## config.mk

```make
export PLATFORM = sky130hd
export DESIGN_NAME = qptr_rows_flat
export DESIGN_NICKNAME = d
export VERILOG_FILES = /design/src/qptr_pkg.sv /design/src/qptr_if.sv /design/src/qptr_rows.sv /design/src/flat_wrapper.sv
export SDC_FILE = /design/constraint.sdc
export NUM_CORES = 1
export LEC_CHECK = 0
export ABC_AREA = 1
export BUFFER_PORTS_ARGS = -buffer_cell sky130_fd_sc_hd__clkbuf_2
export CAP_MARGIN = 20
export CORE_AREA = 3 3 203 205
export CTS_CLUSTER_DIAMETER = 120
export DETAILED_ROUTE_END_ITERATION = 6
export DIE_AREA = 0 0 206 208
export GPL_ROUTABILITY_DRIVEN = 0
export GPL_TIMING_DRIVEN = 1
export MAX_ROUTING_LAYER = met4
export PLACE_DENSITY = 0.6
export SKIP_LAST_GASP = 1
export SYNTH_ARGS = -nofsm -noshare
export SYNTH_HDL_FRONTEND = slang
export SYNTH_SLANG_ARGS = --single-unit
```

## constraint.sdc

```tcl
create_clock -name clk -period 20.4 [get_ports clk]
set_input_delay 1.02 -clock clk [delete_from_list [all_inputs] [get_ports clk]]
set_output_delay 1.02 -clock clk [all_outputs]
set_load 0.005 [all_outputs]
```

## src/qptr_pkg.sv

```systemverilog
// Shared types and constants of the quaternion pose to rotation block.
// Depends on nothing; used by every other file of the block but the assertion header.
`timescale 1ns / 1ps

package qptr_pkg;

    localparam int QW         = 32;
    localparam int NUM_Q      = 4;
    localparam int NUM_T      = 3;
    localparam int ROWS       = 3;
    localparam int ENTRIES    = ROWS * ROWS;
    localparam int PS_W       = 31;
    localparam int PROD_W     = 62;
    localparam int ACC_W      = 64;
    localparam int DIV_STEPS  = 32;
    localparam int MSB_TARGET = 29;
    localparam int FRAC_CUT   = 30;
    localparam int POS_W      = 5;

    typedef logic signed [QW-1:0]     fix_t;
    typedef logic [QW-1:0]            mag_t;
    typedef logic signed [PS_W-1:0]   ps_t;
    typedef logic signed [PROD_W-1:0] prod_t;
    typedef logic [PROD_W-1:0]        nrm_t;
    typedef logic signed [ACC_W-1:0]  acc_t;
    typedef logic [ACC_W-1:0]         rem_t;
    typedef logic [QW-1:0]            quo_t;
    typedef logic [1:0]               row_t;
    typedef logic [POS_W-1:0]         pos_t;

    localparam row_t ROW_FIRST = 2'd0;
    localparam row_t ROW_LAST  = 2'd2;

    localparam rem_t ROUND_HALF = rem_t'(1) << (FRAC_CUT - 1);
    localparam rem_t SAT_POS    = rem_t'(64'h0000_0000_7FFF_FFFF);
    localparam rem_t SAT_NEG    = rem_t'(64'h0000_0000_8000_0000);

    // Valid bit and zero-quaternion flag that ride along each stage.
    typedef struct packed {
        logic valid;
        logic zero;
    } tag_t;

    // Flat index of matrix entry (row, col).
    function automatic int ent_idx(input int r, input int c);
        return r * ROWS + c;
    endfunction

endpackage

```

## src/qptr_if.sv

```systemverilog


interface qptr_row_if;
    logic           valid;
    logic           ready;
    qptr_pkg::row_t row_index;
    qptr_pkg::fix_t entry_col0;
    qptr_pkg::fix_t entry_col1;
    qptr_pkg::fix_t entry_col2;
    qptr_pkg::fix_t centre_component;
    logic           zero_length;
    logic           last_row;

    modport source (output valid, row_index, entry_col0, entry_col1, entry_col2,
                    centre_component, zero_length, last_row, input ready);
    modport sink   (input valid, row_index, entry_col0, entry_col1, entry_col2,
                    centre_component, zero_length, last_row, output ready);
endinterface

```

## src/qptr_rows.sv

```systemverilog
// Output stage: holds one finished pose and sends its three rows, one per
// transfer. Depends on qptr_pkg and the row channel interface.
`timescale 1ns / 1ps

module qptr_rows (
    input  logic                clk,
    input  logic                rst_n,
    input  qptr_pkg::tag_t      tag_i,
    input  qptr_pkg::fix_t      entry_i [qptr_pkg::ENTRIES],
    input  qptr_pkg::fix_t      centre_i [qptr_pkg::ROWS],
    output logic                load_ok,
    qptr_row_if.source          rows
);
    import qptr_pkg::*;

    logic busy_reg, busy_next;
    row_t row_reg, row_next;
    logic zero_reg;
    fix_t entry_reg [ENTRIES];
    fix_t centre_reg [ROWS];
    logic load;
    logic take;

    // A new pose may enter when empty or as the last row leaves.
    assign take    = busy_reg && rows.ready;
    assign load_ok = !busy_reg || (take && (row_reg == ROW_LAST));
    assign load    = tag_i.valid && load_ok;

    always_comb
    begin
        busy_next = busy_reg;
        row_next  = row_reg;
        if (load)
        begin
            busy_next = 1'b1;
            row_next  = ROW_FIRST;
        end
        else if (take)
        begin
            if (row_reg == ROW_LAST)
            begin
                busy_next = 1'b0;
            end
            else
            begin
                row_next = row_reg + row_t'(1);
            end
        end
    end

    always_ff @(posedge clk or negedge rst_n)
    begin
        if (!rst_n)
        begin
            busy_reg <= 1'b0;
            row_reg  <= ROW_FIRST;
        end
        else
        begin
            busy_reg <= busy_next;
            row_reg  <= row_next;
        end
    end

    always_ff @(posedge clk)
    begin
        if (load)
        begin
            zero_reg   <= tag_i.zero;
            entry_reg  <= entry_i;
            centre_reg <= centre_i;
        end
    end

    // Row select of the held pose.
    always_comb
    begin
        case (row_reg)
            ROW_FIRST:
            begin
                rows.entry_col0       = entry_reg[ent_idx(0, 0)];
                rows.entry_col1       = entry_reg[ent_idx(0, 1)];
                rows.entry_col2       = entry_reg[ent_idx(0, 2)];
                rows.centre_component = centre_reg[0];
            end
            ROW_LAST:
            begin
                rows.entry_col0       = entry_reg[ent_idx(2, 0)];
                rows.entry_col1       = entry_reg[ent_idx(2, 1)];
                rows.entry_col2       = entry_reg[ent_idx(2, 2)];
                rows.centre_component = centre_reg[2];
            end
            default:
            begin
                rows.entry_col0       = entry_reg[ent_idx(1, 0)];
                rows.entry_col1       = entry_reg[ent_idx(1, 1)];
                rows.entry_col2       = entry_reg[ent_idx(1, 2)];
                rows.centre_component = centre_reg[1];
            end
        endcase
    end

    assign rows.valid       = busy_reg;
    assign rows.row_index   = row_reg;
    assign rows.zero_length = zero_reg;
    assign rows.last_row    = (row_reg == ROW_LAST);

endmodule

```

## src/flat_wrapper.sv

```systemverilog
// flat-port wrapper written by rule: the top's interface ports become plain ports
module qptr_rows_flat import qptr_pkg::*;
  (clk, rst_n, tag_i, entry_i, centre_i, load_ok, rows_valid, rows_row_index, rows_entry_col0, rows_entry_col1, rows_entry_col2, rows_centre_component, rows_zero_length, rows_last_row, rows_ready);
  qptr_row_if rows_i ();
  input  logic clk;
  input  logic rst_n;
  input  qptr_pkg::tag_t tag_i;
  input  qptr_pkg::fix_t entry_i[qptr_pkg::ENTRIES];
  input  qptr_pkg::fix_t centre_i[qptr_pkg::ROWS];
  output logic load_ok;
  output wire logic [$bits(rows_i.valid)-1:0] rows_valid;
  output wire logic [$bits(rows_i.row_index)-1:0] rows_row_index;
  output wire logic [$bits(rows_i.entry_col0)-1:0] rows_entry_col0;
  output wire logic [$bits(rows_i.entry_col1)-1:0] rows_entry_col1;
  output wire logic [$bits(rows_i.entry_col2)-1:0] rows_entry_col2;
  output wire logic [$bits(rows_i.centre_component)-1:0] rows_centre_component;
  output wire logic [$bits(rows_i.zero_length)-1:0] rows_zero_length;
  output wire logic [$bits(rows_i.last_row)-1:0] rows_last_row;
  input wire logic [$bits(rows_i.ready)-1:0] rows_ready;
  assign rows_valid = rows_i.valid;
  assign rows_row_index = rows_i.row_index;
  assign rows_entry_col0 = rows_i.entry_col0;
  assign rows_entry_col1 = rows_i.entry_col1;
  assign rows_entry_col2 = rows_i.entry_col2;
  assign rows_centre_component = rows_i.centre_component;
  assign rows_zero_length = rows_i.zero_length;
  assign rows_last_row = rows_i.last_row;
  assign rows_i.ready = rows_ready;
  qptr_rows u_core (.clk(clk), .rst_n(rst_n), .tag_i(tag_i), .entry_i(entry_i), .centre_i(centre_i), .load_ok(load_ok), .rows(rows_i));
endmodule
```

==> impl_results.rst <==
.. list-table::
   :header-rows: 1

   * - Metric
     - Value
   * - Outcome
     - finished, final reports clean
   * - CTS buffer count
     - 42
   * - Met1 layer wirelength in the final routing
     - 13.8 mm
   * - Detailed route wirelength on metal2
     - 18.7 mm
   * - Post-synth design cell area
     - 14100 sq um
   * - Worst Tran Pin Value
     - 1.01 ns
   * - Logic gate share of total power
     - 0.293
   * - Arithmetic-cell share of the synthesized area counting full adders, half adders and majority gates
     - 0.00178
   * - Floorplan row count
     - 73
   * - Startpoint of the worst setup timing path
     - u_core.rows.row_index[0]
   * - Share of final-layout standard cells stronger than drive strength 1
     - 0.384
   * - Final max-slew violation count
     - 0
   * - Post-route cell area
     - 18500 sq um
   * - Height of the chip
     - 208 microns
   * - RSZ-0062 raised after global routing
     - false
   * - Startpoint of the worst register-to-register path
     - u_core.rows.row_index[0]
   * - Fin Setup TNS
     - 0 ns
   * - Arrival time of data at the critical path endpoint
     - 3.59 ns
   * - P_sw
     - 772 uW
   * - Crit-path cells
     - inv_1, ha_4, buf_4, nor2_4, buf_4, nand2_1, nand3_1, clkbuf_2
   * - Setup crit end kind
     - output pin
   * - Via count of the first global-routing pass
     - 9718
   * - Total global routing overflow
     - 0
   * - Post-synth cell types
     - 9
   * - Headroom to the max-slew limit
     - 0.327
   * - Placed insts
     - 1980
   * - Leading cell type in the layout, fill and taps excluded
     - clkbuf_2
   * - Core outline area
     - 39600 sq um
   * - Count of endpoints failing hold in the final timing report
     - 0
   * - Number of antenna violations at the first check in global routing
     - 3
   * - Hold buffer count at cts
     - 0
   * - Cell count along the critical path
     - 8
   * - Post-CTS setup-driven buffer insertion count
     - 0
   * - Leakage Power
     - 7.60 nW
   * - Int Pwr
     - 1.65 mW
   * - Net switching fraction of the power
     - 0.318
   * - Share of power burned in the clock network
     - 0.296
   * - Overall global routing resource usage
     - 0.173
   * - Synthesized-area fraction occupied by ao, oa, aoi and oai cells
     - 0
   * - CTS HTree Levels
     - 2
   * - Crit path max fanout
     - 68
   * - Highest clock frequency the design can meet
     - 0.217 GHz
   * - Worst Reg-to-Reg Cells
     - 9
   * - Largest family of logic cells by synthesized area
     - simple AND/OR/NAND/NOR gates
   * - Instance area at placement
     - 17200 sq um
   * - 1st-pass router iterations
     - 5
   * - Peak supply drop
     - 103 uV
   * - Synthesis-stage register bit count
     - 388
   * - Synthesized area per cell
     - 14.6 sq um
   * - Post-placement setup slack
     - 15.87 ns
   * - PortBufs
     - 522
   * - Global-route wire length before repair
     - 54.6 mm
   * - Number of endpoints failing setup at the final stage
     - 0
   * - Fraction of power consumed by sequential logic
     - 0.411
   * - Drt initial violations
     - 400
   * - Clock sinks
     - 388
   * - Mean number of vias per cell
     - 4.60
   * - Clock latency at the later pin of the worst-skew pair
     - 0.55 ns
   * - Number of I/O pins
     - 523
   * - Synthesized-area fraction occupied by xor and xnor cells
     - 0
   * - Highest-count cells in the layout ignoring fill and taps
     - clkbuf_2, nand2_1, edfxtp_1, nand3_1, clkbuf_16
   * - Worst hold margin
     - 0.258 ns
   * - Post-layout instance count excluding filler cells
     - 2058
   * - Flip-flop count of the largest register after layout
     - 288
   * - Data required, critical path
     - 19.38 ns
   * - Max cap viols
     - 0
   * - Share of the clock period used by the worst path
     - 0.226
   * - Metal3 WL
     - 4.06 mm
   * - Worst hold-check path type
     - in -> async
   * - Dpl hpwl
     - 26.8 mm
   * - Clock root buffer master
     - clkbuf_16
   * - Average wire per cell in the routed design
     - 18.3 microns
   * - Simple-gate area share of the yosys netlist
     - 0.152
   * - Post-synth net total
     - 1356
   * - Largest net degree at the start of global routing
     - 81
   * - Top routing layer in use
     - met4
   * - CTS tree
     - yes
   * - Power per unit of standard cell area
     - 131 nW/um^2
   * - Clock transition at the registers of the reported paths
     - 0.06 ns
   * - Layout-stage area growth over the synthesis result
     - 31.6%
   * - Aggregate routed wire length
     - 37.7 mm
   * - Critical path's largest stage delay
     - 0.74 ns
   * - Detail Route Antenna Nets
     - 0
   * - Master of the slowest instance on the critical path
     - buf_4
   * - Initial Util
     - 0.355
   * - Crit-path leading delay family
     - buffers and inverters
   * - Fin worst setup slack
     - 15.79 ns
   * - CP bufs+invs
     - 4
   * - Clock buffer depth
     - 3
   * - Worst clock skew on the final layout
     - 0.0176 ns
   * - Multiplexer share of the synthesized area
     - 0
   * - Crit path time final
     - 4.61 ns
   * - Yosys Warn Count
     - 0
   * - Most Frequent Cell on Critical Path
     - buf_4
   * - PostCTS Resize Cnt
     - 0
   * - Overall die width
     - 206 microns
   * - Nets
     - 1890
   * - Share of synthesized area occupied by flip-flops and latches
     - 0.827
   * - Instance count of the mapped netlist
     - 965
   * - Area enclosed by the die boundary
     - 42800 sq um
   * - Number of vias after detailed routing
     - 9466
   * - CP startpoint kind
     - flop
   * - Crit Path Class
     - reg -> out
   * - Drc violations
     - 0
## Yosys cell counts, drive strengths merged
cell type | number | area, sq um
edfxtp | 385 | 11600
nor2 | 3 | 11.3
ha | 2 | 25.0
dfrtp | 3 | 75.1
nand3 | 128 | 641
buf | 42 | 245
inv | 6 | 22.5
nand2 | 396 | 1490
## power by group through the flow
stage | combinational [mW] | sequential (mW) | clock, mW
after floorplan | 0.384 | 1.07 | 0
after global placement | 0.730 | 1.01 | 0
after detailed placement | 0.735 | 1.01 | 0
after CTS | 0.737 | 0.997 | 0.738
after global routing | 0.796 | 1.00 | 0.770
final | 0.712 | 0.997 | 0.717
## cell families (layout without fill, tap and decap cells)
group / count (synthesis) / in the layout
adders and majority gates: 2 / 2
buffers and inverters: 48 / 613
DFF: 388 / 388
other: 0 / 3
and+or+nand+nor: 527 / 527
## per-stage QoR
step	total power [mW]	util
floorplan	1.45	-
global placement	1.74	0.434
detailed placement	1.75	0.434
CTS	2.47	0.467
global route	2.57	0.467
finish	2.43	0.467
## routing by layer
layer | vias to the layer above | global-route usage
met5 | - | -
met4 | 0 | 0.0606
met3 | 63 | 0.0584
met2 | 422 | 0.292
met1 | 4496 | 0.191
li1 | 4485 | -
## worst paths after layout
path | endpoint | slack (ns)
worst max register to register | u_core.entry_reg[96] | 15.98
worst min register to register | u_core.rows.row_index[0] | 0.52
worst min-delay path | u_core.rows.row_index[1] | 0.26
min in group clk | u_core.rows.row_index[0] | 0.52
max in group asynchronous | u_core.rows.row_index[0] | 20.03
worst max-delay path | rows_centre_component[4] | 15.79
## layout make-up
class	instances	area, sq um
inverters	6	22.5
repair buffers	532	2690
fillers	3595	21100
diodes	3	7.51
multi-input cells	529	2200
clock inverters	18	125
clock buffers	57	1170
flip-flops and latches	388	11600
well taps	525	657
No activity file was read; power rests on OpenSTA's default activity.
